<file path="config.mk">
export PLATFORM = sky130hd
export DESIGN_NAME = signal_alarm_table_unit_flat
export DESIGN_NICKNAME = d
export VERILOG_FILES = /design/src/rtl/sat_pkg.sv /design/src/rtl/sat_req_if.sv /design/src/rtl/sat_res_if.sv /design/src/rtl/sat_ram.sv /design/src/rtl/sat_emit.sv /design/src/rtl/signal_alarm_table_unit.sv /design/src/flat_wrapper.sv
export SDC_FILE = /design/constraint.sdc
export NUM_CORES = 1
export LEC_CHECK = 0
export ABC_CLOCK_PERIOD_IN_PS = 10400
export CAP_MARGIN = 15
export CORE_MARGIN = 1
export CORE_UTILIZATION = 39
export CTS_BUF_LIST = sky130_fd_sc_hd__clkbuf_4 sky130_fd_sc_hd__clkbuf_8
export CTS_CLUSTER_DIAMETER = 200
export DETAILED_ROUTE_END_ITERATION = 8
export DONT_BUFFER_PORTS = 1
export PLACE_DENSITY_LB_ADDON = 0.1
export SLEW_MARGIN = 0
export SYNTH_ARGS = -nofsm -noshare
export SYNTH_HDL_FRONTEND = slang
export SYNTH_HIERARCHICAL = 1
export SYNTH_SLANG_ARGS = --single-unit
</file>
<file path="constraint.sdc">
create_clock -name i_clk -period 10.4 [get_ports i_clk]
set_clock_uncertainty 0.1 [all_clocks]
set_input_delay 1.04 -clock i_clk [delete_from_list [all_inputs] [get_ports i_clk]]
set_output_delay 1.04 -clock i_clk [all_outputs]
set_load 0.01 [all_outputs]
</file>
<file path="src/rtl/sat_pkg.sv">
// Shared types and constants for the signal alarm table.
// No dependencies; imported by every other file except sat_ram.
package sat_pkg;

    localparam int TABLE_DEPTH = 16;
    localparam int IDX_W       = $clog2(TABLE_DEPTH);
    localparam int CNT_W       = $clog2(TABLE_DEPTH + 1);
    localparam int ID_W        = 22;
    localparam int SIG_W       = 7;
    localparam int DELAY_W     = 16;
    localparam int SEC_W       = 32;

    typedef enum logic [1:0] {
        CMD_TICK   = 2'd0,
        CMD_REQ    = 2'd1,
        CMD_CANCEL = 2'd2
    } t_cmd;

    typedef enum logic [2:0] {
        KIND_FIRED     = 3'd0,
        KIND_QUEUED    = 3'd1,
        KIND_REFUSED   = 3'd2,
        KIND_CANCELLED = 3'd3,
        KIND_NOTFOUND  = 3'd4
    } t_kind;

    typedef enum logic [2:0] {
        S_IDLE,
        S_FIRE,
        S_FLUSH,
        S_PACK,
        S_RESP
    } t_state;

    typedef struct packed {
        logic              thr;
        logic [ID_W-1:0]   id;
        logic [SIG_W-1:0]  sig;
        logic [SEC_W-1:0]  deadline;
    } t_entry;

    localparam int ENTRY_W = $bits(t_entry);

    typedef struct packed {
        t_kind             kind;
        logic              thr;
        logic [ID_W-1:0]   id;
        logic [SIG_W-1:0]  sig;
        logic              last;
    } t_result;

    // controller -> result stage
    typedef struct packed {
        logic  fire;   // a due entry is on the read data
        logic  flush;  // release the held fired entry as last of run
        logic  resp;   // single response for request or cancel
        t_kind kind;
    } t_emit_ctl;

    // result stage -> controller
    typedef struct packed {
        logic free;    // output register can take a new result
        logic pend;    // a fired entry is held back
    } t_emit_sts;

endpackage

</file>
<file path="src/rtl/sat_req_if.sv">
// Request channel of the alarm table: command and alarm fields.
// Depends on sat_pkg.
interface sat_req_if;
    import sat_pkg::*;

    logic                valid;
    logic                ready;
    logic [1:0]          cmd;
    logic                owner_is_thread;
    logic [ID_W-1:0]     owner_id;
    logic [SIG_W-1:0]    signal_number;
    logic [DELAY_W-1:0]  delay_seconds;

    modport source (output valid, cmd, owner_is_thread, owner_id, signal_number,
                    delay_seconds, input ready);
    modport sink   (input valid, cmd, owner_is_thread, owner_id, signal_number,
                    delay_seconds, output ready);
endinterface

</file>
<file path="src/rtl/sat_res_if.sv">
// Result channel of the alarm table.
// Depends on sat_pkg.
interface sat_res_if;
    import sat_pkg::*;

    logic              valid;
    logic              ready;
    logic [2:0]        result_kind;
    logic              target_is_thread;
    logic [ID_W-1:0]   target_id;
    logic [SIG_W-1:0]  fired_signal;
    logic              last_of_run;

    modport source (output valid, result_kind, target_is_thread, target_id,
                    fired_signal, last_of_run, input ready);
    modport sink   (input valid, result_kind, target_is_thread, target_id,
                    fired_signal, last_of_run, output ready);
endinterface

</file>
<file path="src/rtl/sat_ram.sv">
// Generic single-write, single-read RAM with registered read data.
// No dependencies.
module sat_ram #(
    parameter int W = 8,
    parameter int D = 16
) (
    input  logic                 i_clk,
    input  logic                 i_we,
    input  logic [$clog2(D)-1:0] i_waddr,
    input  logic [W-1:0]         i_wdata,
    input  logic                 i_re,
    input  logic [$clog2(D)-1:0] i_raddr,
    output logic [W-1:0]         o_rdata
);
    logic [W-1:0] r_mem [D];
    logic [W-1:0] r_rdata;

    always_ff @(posedge i_clk) begin
        if (i_we) begin
            r_mem[i_waddr] <= i_wdata;
        end
        if (i_re) begin
            r_rdata <= r_mem[i_raddr];
        end
    end

    assign o_rdata = r_rdata;
endmodule

</file>
<file path="src/rtl/sat_emit.sv">
// Result stage: holds back one fired entry (so the last of a run can be
// marked) and owns the output register. Depends on sat_pkg, sat_res_if.
module sat_emit (
    input  logic               i_clk,
    input  logic               i_rst_n,
    input  sat_pkg::t_emit_ctl i_ctl,
    input  sat_pkg::t_entry    i_ent,
    output sat_pkg::t_emit_sts o_sts,
    sat_res_if.source          o_res
);
    import sat_pkg::*;

    logic    r_pv, n_pv;
    logic    r_ov, n_ov;
    t_entry  r_pend, n_pend;
    t_result r_out, n_out;
    logic    free;

    assign free = !r_ov || o_res.ready;

    always_comb begin
        n_pv   = r_pv;
        n_ov   = r_ov && !o_res.ready;
        n_pend = r_pend;
        n_out  = r_out;
        if (i_ctl.fire) begin
            if (r_pv) begin
                n_ov  = 1'b1;
                n_out = '{kind: KIND_FIRED, thr: r_pend.thr, id: r_pend.id,
                          sig: r_pend.sig, last: 1'b0};
            end
            n_pv   = 1'b1;
            n_pend = i_ent;
        end else if (i_ctl.flush) begin
            n_pv  = 1'b0;
            n_ov  = 1'b1;
            n_out = '{kind: KIND_FIRED, thr: r_pend.thr, id: r_pend.id,
                      sig: r_pend.sig, last: 1'b1};
        end else if (i_ctl.resp) begin
            n_ov  = 1'b1;
            n_out = '{kind: i_ctl.kind, thr: 1'b0, id: '0, sig: '0, last: 1'b1};
        end
    end

    always_ff @(posedge i_clk) begin
        if (!i_rst_n) begin
            r_pv <= 1'b0;
            r_ov <= 1'b0;
        end else begin
            r_pv <= n_pv;
            r_ov <= n_ov;
        end
    end

    always_ff @(posedge i_clk) begin
        r_pend <= n_pend;
        r_out  <= n_out;
    end

    assign o_sts.free             = free;
    assign o_sts.pend             = r_pv;
    assign o_res.valid            = r_ov;
    assign o_res.result_kind      = r_out.kind;
    assign o_res.target_is_thread = r_out.thr;
    assign o_res.target_id        = r_out.id;
    assign o_res.fired_signal     = r_out.sig;
    assign o_res.last_of_run      = r_out.last;
endmodule

</file>
<file path="src/rtl/signal_alarm_table_unit.sv">
// Signal alarm table: an ordered list of up to TABLE_DEPTH pending alarms
// (owner, signal, deadline in seconds) kept oldest first in one RAM with a
// registered read. A request transfer appends an alarm due at now + delay
// (or is refused when full) and gives one result; a cancel removes the
// oldest alarm of that owner and gives one result; a tick adds one second,
// fires every due alarm newest first (wrap-safe signed compare) and gives
// one result per fired alarm, none if nothing is due. cmd 3 is ignored.
// One item is worked at a time; the request channel is ready only when the
// controller is idle, but it stays ready while a finished result waits in
// the output register. A tick makes a downward firing pass and, when an
// alarm fired, then an upward compaction pass; a cancel makes only the
// upward pass. Both passes walk the RAM one entry per cycle through its
// single read port, unless the firing pass stalls on output back-pressure.
module signal_alarm_table_unit (
    input  logic      i_clk,
    input  logic      i_rst_n,
    sat_req_if.sink   i_req,
    sat_res_if.source o_res
);
    import sat_pkg::*;

    t_state                r_state, n_state;
    logic [CNT_W-1:0]      r_cnt, n_cnt;
    logic [SEC_W-1:0]      r_sec, n_sec;
    logic [IDX_W-1:0]      r_ia, n_ia;      // next address to read
    logic [CNT_W-1:0]      r_left, n_left;  // reads still to issue
    logic                  r_dv, n_dv;      // read data stage valid
    logic [IDX_W-1:0]      r_di, n_di;      // index of read data
    logic [CNT_W-1:0]      r_wp, n_wp;      // compaction write pointer
    logic                  r_found, n_found;
    logic                  r_tick, n_tick;  // compaction drops due entries
    t_kind                 r_kind, n_kind;
    logic                  r_key_thr;
    logic [ID_W-1:0]       r_key_id;

    logic                  acc;
    logic                  full;
    logic [CNT_W-1:0]      cnt_m1;
    logic [SEC_W-1:0]      diff;
    logic                  due;
    logic                  match;
    logic                  drop;
    logic                  stall;
    logic                  issue;
    logic                  drained;

    logic                  ram_we;
    logic [IDX_W-1:0]      ram_waddr;
    t_entry                ram_wdata;
    logic [ENTRY_W-1:0]    ram_rdata;
    t_entry                rd_ent;

    t_emit_ctl             emit_ctl;
    t_emit_sts             emit_sts;

    // ---------------------------------------------------------------
    // Table storage
    // ---------------------------------------------------------------
    sat_ram #(.W(ENTRY_W), .D(TABLE_DEPTH)) u_ram (
        .i_clk   (i_clk),
        .i_we    (ram_we),
        .i_waddr (ram_waddr),
        .i_wdata (ram_wdata),
        .i_re    (issue),
        .i_raddr (r_ia),
        .o_rdata (ram_rdata)
    );

    assign rd_ent = t_entry'(ram_rdata);

    // ---------------------------------------------------------------
    // Decode of read data
    // ---------------------------------------------------------------
    assign acc     = i_req.valid && i_req.ready;
    assign full    = (r_cnt == CNT_W'(TABLE_DEPTH));
    assign cnt_m1  = r_cnt - 1'b1;
    assign diff    = r_sec - rd_ent.deadline;
    assign due     = !diff[SEC_W-1];
    assign match   = (rd_ent.thr == r_key_thr) && (rd_ent.id == r_key_id);
    assign drop    = r_tick ? due : (!r_found && match);
    // firing a second due entry needs the output register free
    assign stall   = (r_state == S_FIRE) && r_dv && due && emit_sts.pend
                     && !emit_sts.free;
    assign issue   = (((r_state == S_FIRE) && !stall) || (r_state == S_PACK))
                     && (r_left != '0);
    assign drained = (r_left == '0) && !r_dv;

    assign i_req.ready = (r_state == S_IDLE);

    // ---------------------------------------------------------------
    // Next state
    // ---------------------------------------------------------------
    always_comb begin
        n_state = r_state;
        case (r_state)
            S_IDLE: begin
                if (acc) begin
                    case (i_req.cmd)
                        CMD_TICK:   n_state = S_FIRE;
                        CMD_REQ:    n_state = S_RESP;
                        CMD_CANCEL: n_state = S_PACK;
                        default:    n_state = S_IDLE;
                    endcase
                end
            end
            S_FIRE: begin
                if (drained) n_state = S_FLUSH;
            end
            S_FLUSH: begin
                if (!emit_sts.pend)     n_state = S_IDLE;  // nothing fired
                else if (emit_sts.free) n_state = S_PACK;
            end
            S_PACK: begin
                if (drained) n_state = r_tick ? S_IDLE : S_RESP;
            end
            S_RESP: begin
                if (emit_sts.free) n_state = S_IDLE;
            end
            default: n_state = S_IDLE;
        endcase
    end

    // ---------------------------------------------------------------
    // Datapath and RAM control
    // ---------------------------------------------------------------
    always_comb begin
        n_cnt     = r_cnt;
        n_sec     = r_sec;
        n_ia      = r_ia;
        n_left    = r_left;
        n_dv      = r_dv;
        n_di      = r_di;
        n_wp      = r_wp;
        n_found   = r_found;
        n_tick    = r_tick;
        n_kind    = r_kind;
        ram_we    = 1'b0;
        ram_waddr = r_wp[IDX_W-1:0];
        ram_wdata = rd_ent;
        case (r_state)
            S_IDLE: begin
                if (acc) begin
                    n_dv = 1'b0;
                    case (i_req.cmd)
                        CMD_TICK: begin
                            n_sec  = r_sec + 1'b1;
                            n_ia   = cnt_m1[IDX_W-1:0];
                            n_left = r_cnt;
                            n_tick = 1'b1;
                        end
                        CMD_REQ: begin
                            if (full) begin
                                n_kind = KIND_REFUSED;
                            end else begin
                                n_kind    = KIND_QUEUED;
                                n_cnt     = r_cnt + 1'b1;
                                ram_we    = 1'b1;
                                ram_waddr = r_cnt[IDX_W-1:0];
                                ram_wdata = '{thr: i_req.owner_is_thread,
                                              id: i_req.owner_id,
                                              sig: i_req.signal_number,
                                              deadline: r_sec + SEC_W'(i_req.delay_seconds)};
                            end
                        end
                        CMD_CANCEL: begin
                            n_ia    = '0;
                            n_left  = r_cnt;
                            n_wp    = '0;
                            n_found = 1'b0;
                            n_tick  = 1'b0;
                        end
                        default: ;
                    endcase
                end
            end
            S_FIRE: begin
                // downward walk, newest first; holds while stalled
                if (!stall) begin
                    if (issue) begin
                        n_ia   = r_ia - 1'b1;
                        n_left = r_left - 1'b1;
                        n_di   = r_ia;
                    end
                    n_dv = issue;
                end
            end
            S_FLUSH: begin
                if (emit_sts.pend && emit_sts.free) begin
                    n_ia    = '0;
                    n_left  = r_cnt;
                    n_wp    = '0;
                    n_found = 1'b0;
                    n_dv    = 1'b0;
                end
            end
            S_PACK: begin
                // upward walk: kept entries are copied down to r_wp, which
                // never passes the read address, so no forwarding is needed
                if (issue) begin
                    n_ia   = r_ia + 1'b1;
                    n_left = r_left - 1'b1;
                    n_di   = r_ia;
                end
                n_dv = issue;
                if (r_dv) begin
                    if (drop) begin
                        n_found = 1'b1;
                    end else begin
                        ram_we = 1'b1;
                        n_wp   = r_wp + 1'b1;
                    end
                end
                if (drained) begin
                    n_cnt  = r_wp;
                    n_kind = r_found ? KIND_CANCELLED : KIND_NOTFOUND;
                end
            end
            S_RESP: ;
            default: ;
        endcase
    end

    // ---------------------------------------------------------------
    // Result stage
    // ---------------------------------------------------------------
    always_comb begin
        emit_ctl.fire  = (r_state == S_FIRE) && r_dv && due && !stall;
        emit_ctl.flush = (r_state == S_FLUSH) && emit_sts.pend && emit_sts.free;
        emit_ctl.resp  = (r_state == S_RESP) && emit_sts.free;
        emit_ctl.kind  = r_kind;
    end

    sat_emit u_emit (
        .i_clk   (i_clk),
        .i_rst_n (i_rst_n),
        .i_ctl   (emit_ctl),
        .i_ent   (rd_ent),
        .o_sts   (emit_sts),
        .o_res   (o_res)
    );

    // ---------------------------------------------------------------
    // Registers
    // ---------------------------------------------------------------
    always_ff @(posedge i_clk) begin
        if (!i_rst_n) begin
            r_state <= S_IDLE;
            r_cnt   <= '0;
            r_sec   <= '0;
            r_left  <= '0;
            r_dv    <= 1'b0;
            r_found <= 1'b0;
            r_tick  <= 1'b0;
        end else begin
            r_state <= n_state;
            r_cnt   <= n_cnt;
            r_sec   <= n_sec;
            r_left  <= n_left;
            r_dv    <= n_dv;
            r_found <= n_found;
            r_tick  <= n_tick;
        end
    end

    always_ff @(posedge i_clk) begin
        r_ia   <= n_ia;
        r_di   <= n_di;
        r_wp   <= n_wp;
        r_kind <= n_kind;
        if (acc) begin
            r_key_thr <= i_req.owner_is_thread;
            r_key_id  <= i_req.owner_id;
        end
    end

    // ---------------------------------------------------------------
    // Checks
    // ---------------------------------------------------------------
    a_cnt_bound: assert property (@(posedge i_clk) disable iff (!i_rst_n)
        r_cnt <= CNT_W'(TABLE_DEPTH))
        else $error("entry count beyond table depth");

    a_pack_order: assert property (@(posedge i_clk) disable iff (!i_rst_n)
        (r_state == S_PACK) && r_dv |-> (r_wp <= CNT_W'(r_di)))
        else $error("compaction write overtook read");

    a_fire_room: assert property (@(posedge i_clk) disable iff (!i_rst_n)
        emit_ctl.fire && emit_sts.pend |-> emit_sts.free)
        else $error("fired entry pushed into busy output");

    a_req_grow: assert property (@(posedge i_clk) disable iff (!i_rst_n)
        acc && (i_req.cmd == CMD_REQ) && !full |=> (r_cnt == $past(r_cnt) + 1'b1))
        else $error("request did not grow the table");
endmodule

</file>
<file path="src/flat_wrapper.sv">
// flat-port wrapper written by rule: the top's interface ports become plain ports
module signal_alarm_table_unit_flat import sat_pkg::*;
  (i_clk, i_rst_n, i_req_valid, i_req_cmd, i_req_owner_is_thread, i_req_owner_id, i_req_signal_number, i_req_delay_seconds, i_req_ready, o_res_valid, o_res_result_kind, o_res_target_is_thread, o_res_target_id, o_res_fired_signal, o_res_last_of_run, o_res_ready);
  sat_req_if i_req_i ();
  sat_res_if o_res_i ();
  input  logic i_clk;
  input  logic i_rst_n;
  input wire logic [$bits(i_req_i.valid)-1:0] i_req_valid;
  input wire logic [$bits(i_req_i.cmd)-1:0] i_req_cmd;
  input wire logic [$bits(i_req_i.owner_is_thread)-1:0] i_req_owner_is_thread;
  input wire logic [$bits(i_req_i.owner_id)-1:0] i_req_owner_id;
  input wire logic [$bits(i_req_i.signal_number)-1:0] i_req_signal_number;
  input wire logic [$bits(i_req_i.delay_seconds)-1:0] i_req_delay_seconds;
  output wire logic [$bits(i_req_i.ready)-1:0] i_req_ready;
  output wire logic [$bits(o_res_i.valid)-1:0] o_res_valid;
  output wire logic [$bits(o_res_i.result_kind)-1:0] o_res_result_kind;
  output wire logic [$bits(o_res_i.target_is_thread)-1:0] o_res_target_is_thread;
  output wire logic [$bits(o_res_i.target_id)-1:0] o_res_target_id;
  output wire logic [$bits(o_res_i.fired_signal)-1:0] o_res_fired_signal;
  output wire logic [$bits(o_res_i.last_of_run)-1:0] o_res_last_of_run;
  input wire logic [$bits(o_res_i.ready)-1:0] o_res_ready;
  assign i_req_i.valid = i_req_valid;
  assign i_req_i.cmd = i_req_cmd;
  assign i_req_i.owner_is_thread = i_req_owner_is_thread;
  assign i_req_i.owner_id = i_req_owner_id;
  assign i_req_i.signal_number = i_req_signal_number;
  assign i_req_i.delay_seconds = i_req_delay_seconds;
  assign i_req_ready = i_req_i.ready;
  assign o_res_valid = o_res_i.valid;
  assign o_res_result_kind = o_res_i.result_kind;
  assign o_res_target_is_thread = o_res_i.target_is_thread;
  assign o_res_target_id = o_res_i.target_id;
  assign o_res_fired_signal = o_res_i.fired_signal;
  assign o_res_last_of_run = o_res_i.last_of_run;
  assign o_res_i.ready = o_res_ready;
  signal_alarm_table_unit u_core (.i_clk(i_clk), .i_rst_n(i_rst_n), .i_req(i_req_i), .o_res(o_res_i));
endmodule
</file>
### After elaboration in Yosys (flattened, before gate mapping)

Memories as Yosys holds them, arrays and structs flattened. A register that Yosys moved wholly into a read port is not among the register bits.
Index checks and enable logic that the tools add are counted.

| word-level totals | value |
|---|---|
| memories | 1 |
| bits in read-only memories | 0 |
| word-level logic and storage cells | 182 |
| latch bits | 0 |
| bits in registers | 149 |
| RAM bits | 992 |

Memory list:

| name | words | width | rd ports | clocked after Yosys merged registers in | wr ports | line | text |
|---|---|---|---|---|---|---|---|
| u_core.u_ram.r_mem | 16 | 62 | 1 | 1 | 1 | sat_ram.sv:15 | `logic [W-1:0] r_mem [D];` |

| operators by class | value |
|---|---|
| add/sub/neg operators | 9 |
| muxes and demuxes | 76 |
| shift-type cells | 0 |
| equal/unequal tests | 27 |
| reductions and logical operators | 47 |
| divide/modulo/power cells | 0 |
| $mul | 0 |
| order comparisons | 0 |
| bitwise gates (word level) | 0 |

Operators with widths:

| cell | count |
|---|---|
| $mux W62 | 4 |
| $mux W34 | 4 |
| $mux W5 | 14 |
| $mux W4 | 9 |
| $mux W3 | 11 |
| $add A32 B1 Y32 const B | 1 |
| $add A32 B16 Y32 | 1 |
| $sub A32 B32 Y32 | 1 |
| $eq A22 B22 Y1 | 1 |
| $mux W1 | 21 |
| $pmux W5 S4 | 1 |
| $ne A2 B2 Y1 const B | 9 |
| $logic_and A1 B1 Y1 | 16 |
| $pmux W4 S4 | 1 |
| $pmux W3 S5 | 1 |
| $pmux W5 S3 | 1 |
| $reduce_and A5 Y1 | 3 |
| $ne A2 B1 Y1 const B | 7 |
| $reduce_and A6 Y1 | 2 |
| $add A5 B1 Y5 const B | 2 |
| $pmux W5 S2 | 1 |
| $pmux W3 S3 | 1 |
| $pmux W4 S2 | 1 |
| $reduce_and A4 Y1 | 2 |
| 29 further kinds | 44 |

### Longest topological paths before layout

| depth | value |
|---|---|
| depth in word-level cells | 12 |
| depth in mapped cells | 12 |
| depth with buffers taken out | 12 |

### Cells and area by module

The synthesis kept the hierarchy.

Modules (own cells, without submodules):

| module | area each (um^2) | instances | sequential area each (um^2) | cells each |
|---|---|---|---|---|
| sat_ram | 38953.6 | 1 | 31650.4 | 1598 |
| signal_alarm_table_unit | 6668.9 | 1 | 2011.9 | 865 |
| sat_emit | 2292.2 | 1 | 1961.9 | 114 |

### Worst setup path after synthesis

Ideal clock, no wire load.

| path | value |
|---|---|
| path type | input port to flip-flop |
| start point | input i_req_valid |
| end point | memory u_core/u_ram/r_mem[0][0] in the netlist's numbering (enable) |
| path slack | 2507 ps |
| cell stages on the path | 8 |
| buffers on the path | 2 |
| arrival | 7235 ps |
| cell sequence | or4b_4 > nor3_1 > nand2b_1 > clkbuf_1 > clkbuf_1 > o21ai_0 > or3b_2 > nor3_1 |

| between the ends | value |
|---|---|
| cells in the longest elaborated chain, start to end | 5 |
| elaborated cells between the ends (all ways) | 7 |

RTL lines:

| item | line | text |
|---|---|---|
| start: declaration | flat_wrapper.sv:8 | `input wire logic [$bits(i_req_i.valid)-1:0] i_req_valid;` |
| $logic_and A1 B1 Y1 | signal_alarm_table_unit.sv:74 | `assign acc = i_req.valid && i_req.ready;` |
| $mux W1 | signal_alarm_table_unit.sv:142 | `if (acc) begin` |
| $pmux W1 S2 | signal_alarm_table_unit.sv:140 | `case (r_state)` |
| named net u_core.ram_we | signal_alarm_table_unit.sv:47 | `logic ram_we;` |
| $mux W1 | sat_ram.sv:19 | `if (i_we) begin` |
| $mux W1 (not written as such) | sat_ram.sv:20 | `r_mem[i_waddr] <= i_wdata;` |
| end: declaration | sat_ram.sv:15 |  |

The timed path passes the listed nets, and every way through them passes these cells.

### Final worst setup path

| path | value |
|---|---|
| start point | register u_core.r_sec[2] |
| end point | memory u_core/u_ram/r_mem[1][57] in the netlist's numbering (enable) |

| between the ends | value |
|---|---|
| cells in the longest elaborated chain, start to end | 8 |

RTL lines:

| item | line | text |
|---|---|---|
| start: declaration | signal_alarm_table_unit.sv:24 | `logic [SEC_W-1:0] r_sec, n_sec;` |
| start signal: assignment | signal_alarm_table_unit.sv:257 | `r_sec <= n_sec;` |
| $sub A32 B32 Y32 | signal_alarm_table_unit.sv:77 | `assign diff = r_sec - rd_ent.deadline;` |
| $logic_not A1 Y1 | signal_alarm_table_unit.sv:78 | `assign due = !diff[SEC_W-1];` |
| $mux W1 | signal_alarm_table_unit.sv:80 | `assign drop = r_tick ? due : (!r_found && match);` |
| $mux W1 | signal_alarm_table_unit.sv:206 | `if (drop) begin` |
| $mux W1 | signal_alarm_table_unit.sv:205 | `if (r_dv) begin` |
| $pmux W1 S2 | signal_alarm_table_unit.sv:140 |  |
| named net u_core.ram_we | signal_alarm_table_unit.sv:47 |  |
| $mux W1 | sat_ram.sv:19 |  |
| $mux W1 (not written as such) | sat_ram.sv:20 |  |

The timed path passes the listed nets, and every way through them passes these cells.

==> results.tsv <==
metric	value	unit
synthesized area per cell	18.6	um2
Final Cycle Share	55.6	%
largest area contributor in the netlist	edfxtp_1	
post-layout min period	5790	ps
Routed Antenna Nets	0	
Crit. End Element	register	
Final GP Congestion	0.784	
# IOs	88	
worst path cell trace	ha_1, nand2_1, o21ai_0, a21oi_1, o21ai_0, a21oi_1, xnor2_1, o211ai_1, o21ai_0, or3b_2, nor2_4, buf_4	
antenna violations before repair	5	
CTS clk-pin slew, worst paths	60	ps
combinational fraction of design power	11.0	%
dominant register cell in the synthesized netlist	edfxtp_1	
P_leak	17.6	nW
clock network fraction of design power	38.2	%
Slowest-stage cell, CP	xnor2_1	
Net Sw Power	2.61	mW
# clock sinks	1203	
Post-Syn Instances	2577	
CTS buffer count	200	
HP Start	i_req_owner_id[9]	
drt drc	0	
final wirelength	120	mm
Synth Cell Area	47900	um2
clock buffer depth	3	
sw frac	24.2	%
drt first-iter violations	1873	
largest net degree at the start of global routing	153	
RSZ-0062 raised after global routing	no	
WHS Endpoint	u_core/r_key_id[9]	
vias in the first global route	25882	
first-pass GRT wire length	176	mm
Total GRT Usage	19.4	%
Max Fclk	173	MHz
worst rel slew slack	15.6	%
final worst setup slack	4610	ps
cells on worst reg2reg path	12	
CTS tree	done	
Area Growth Syn to Fin	12.8	%
row count	128	
Detailed Place HPWL	67.4	mm
Layout Utilization	44.3	%
crit start category	register	
Seq cells post-synth	1203	
FFs w/ async S/R, synth	0	%
worst path required time	10770	ps
syn nets	2685	
Total Die Area	124000	um2
Setup Fix Bufs, Post-CTS	0	
Hold Path Depth	0	
most frequent CP cell	o21ai_0	
Seq/Total Area, Yosys	74.3	%
worst-margin pin slew	1270	ps
final setup vio count	0	
Seq pwr share	50.8	%
Hold Buf Count CTS	0	
Nets	2837	
Yosys Warn Count	6	
Internal	8.16	mW
WS Path Type	reg -> reg	
setup_tns	0	ps
Pwr Total	10.8	mW
hold crit path type	in -> reg	
via count	24478	
Worst Path Max Fanout	38	
fill cell count	10499	
clk root buf	clkbuf_8	
post_cts resized	0	
pre-CTS WS	4270	ps
clock latency at the later pin of the worst-skew pair	870	ps
reg2reg start	u_core/r_sec[2]	
Worst VDD drop	0.116	mV
Initial Util	39.3	%
drt first pass iters	5	
vias per cell	5.43	
synth top area cells	edfxtp_1 72%, mux4_2 12%, dfxtp_1 2.1%	
Core Box Area	122000	um2
final hold vios	0	
max_cap viols	0	
DIE HEIGHT	353	um
grt total ovfl	0	
Max stage delay on crit path	800	ps
share of post-route cells with drive strength above 1	23.9	%
port buffer count	0	
Post-synth EDFFs	1153	
count of pins over their slew limit	0	
chip width	353	um
Critical Path AT	6160	ps
mean routed wirelength per cell	26.6	um
Yosys cell types	74	
reg-to-reg slack, setup	4610	ps
status	completed	
reg-to-reg endpoint	u_core/u_ram/r_mem[1][57]	
H-tree depth	4	
PD cells	199	nW/um2
top cell type's share of synthesized area	72.3	%
## state kept, by name (all words and copies together) (netlist names), 3 cells and up
| name | count |
|---|---|
| u_core/r_key_id | 22 |
| u_core/u_emit/o_res.result_kind | 3 |
| u_core/u_ram/o_rdata | 62 |
| u_core/u_emit/o_res.fired_signal | 7 |
| u_core/r_kind | 3 |
| u_core/r_sec | 32 |
| u_core/r_wp | 5 |
| u_core/r_state | 3 |
| u_core/u_ram/r_mem | 992 |
| u_core/r_left | 5 |
| u_core/u_emit/o_res.target_id | 22 |
| u_core/r_ia | 4 |
| u_core/r_cnt | 5 |
| u_core/u_emit/r_pend | 30 |
## power groups by stage
stage,Sequential [mW],Combinational (mW),Clock [mW]
2_1_floorplan,5.56,0.819,0
3_5_place_dp,5.57,1.19,0
6_report,5.47,1.18,4.12
5_1_grt,5.48,1.27,4.43
3_3_place_gp,5.57,1.18,0
4_1_cts,5.47,1.20,4.25
## kinds of logic (layout without fill, tap and decap cells)
group	count (synthesis)	in the layout	share of synthesized area, %
AO/OA/AOI/OAI	305	305	4.22
XOR/XNOR	81	81	1.48
adder cells (fa/ha/maj)	56	56	1.49
buffers and inverters	181	486	1.73
flip-flops	1203	1203	74.3
multiplexers	253	253	11.8
other	0	3	0
AND/OR/NAND/NOR	498	498	4.96
## synthesized netlist by cell type, types with 3 or more instances
master / instances
buf_6: 5
buf_2: 11
nor2_1: 79
or3_1: 12
xor2_1: 31
o211ai_1: 8
nor2b_1: 26
nor3_1: 28
and2_1: 11
and3_1: 7
o32ai_1: 4
mux4_2: 248
o22ai_1: 4
a21o_1: 10
or4_1: 3
nor4_1: 5
o21ai_0: 55
nand2b_1: 12
nor2b_2: 10
edfxtp_1: 1153
o21a_1: 9
ha_1: 54
a31oi_1: 8
a22oi_1: 127
inv_1: 56
nand3_1: 23
nand4_1: 14
mux2i_1: 4
nand2_1: 239
and4_1: 6
a21oi_1: 55
xnor2_1: 50
nand3b_1: 5
clkbuf_1: 66
buf_1: 16
a211oi_1: 4
buf_4: 24
dfxtp_1: 50
## through the flow
step / cell area [um2] / std cells / hold WS (ps)
3_5_place_dp: 50100 / 4146 / 334
6_report: 54100 / 4510 / 160
3_3_place_gp: 50100 / 4146 / 346
5_1_grt: 54000 / 4509 / 71.9
4_1_cts: 54000 / 4501 / 39.6
2_1_floorplan: 47900 / 2577 / 326
## layer usage
layer	routed length, um	vias up	track usage [%]
met1	54100	13027	27.1
li1	-	10663	-
met2	57400	619	30.9
met3	6150	169	3.54
met4	2260	0	5.77
met5	0	-	0
## worst max path at each step
| stage | from | to |
|---|---|---|
| 6_report | u_core/r_sec[2] | u_core/u_ram/r_mem[1][57] |
| 3_3_place_gp | i_req_valid | u_core/u_ram/r_mem[1][30] |
| 2_1_floorplan | i_req_valid | u_core/u_ram/r_mem[0][0] |
| 3_5_place_dp | u_core/r_sec[2] | u_core/u_ram/r_mem[0][19] |
| 4_1_cts | u_core/r_sec[2] | u_core/u_ram/r_mem[0][18] |
| 5_1_grt | u_core/r_sec[2] | u_core/u_ram/r_mem[1][57] |
## layout by cell type, fill, tap and decap left out, types with 8 or more instances in the layout
master	count
xnor2_1	50
nor2_1	66
nor3_1	23
inv_1	55
nand2_1	238
o211ai_1	8
a21o_1	10
o21a_1	9
nor2b_2	10
nor2_4	14
ha_1	54
nand2b_1	11
clkbuf_4	82
nor2b_1	24
xor2_1	31
or3_1	12
clkbuf_8	213
mux4_2	248
buf_4	69
dfxtp_1	50
o21ai_1	12
nand3_1	23
nand4_1	14
edfxtp_1	1153
a22oi_1	127
clkinv_1	39
o21ai_0	45
and2_1	10
clkinv_2	11
a21oi_1	55
## critical path, delay by kind of cell (launching register included)
family	cells	cell delay [ps]
XOR/XNOR	1	800
AND/OR/NAND/NOR	3	1430
AO/OA/AOI/OAI	6	1580
flip-flops	1	390
buffers and inverters	1	740
adder cells (fa/ha/maj)	1	330
## cell type report
| cell class | count | area, um2 | share of cell area, % |
|---|---|---|---|
| Sequential cell | 1203 | 35600 | 65.9 |
| Clock buffer | 295 | 3550 | 6.56 |
| Antenna cell | 3 | 7.51 | 0.0139 |
| Inverter | 57 | 214 | 0.396 |
| Timing Repair Buffer | 74 | 601 | 1.11 |
| Clock inverter | 60 | 382 | 0.706 |
| Multi-Input combinational cell | 1193 | 11600 | 21.5 |
| Tap cell | 1625 | 2030 | 3.76 |
No activity file was read; power rests on OpenSTA's default activity.
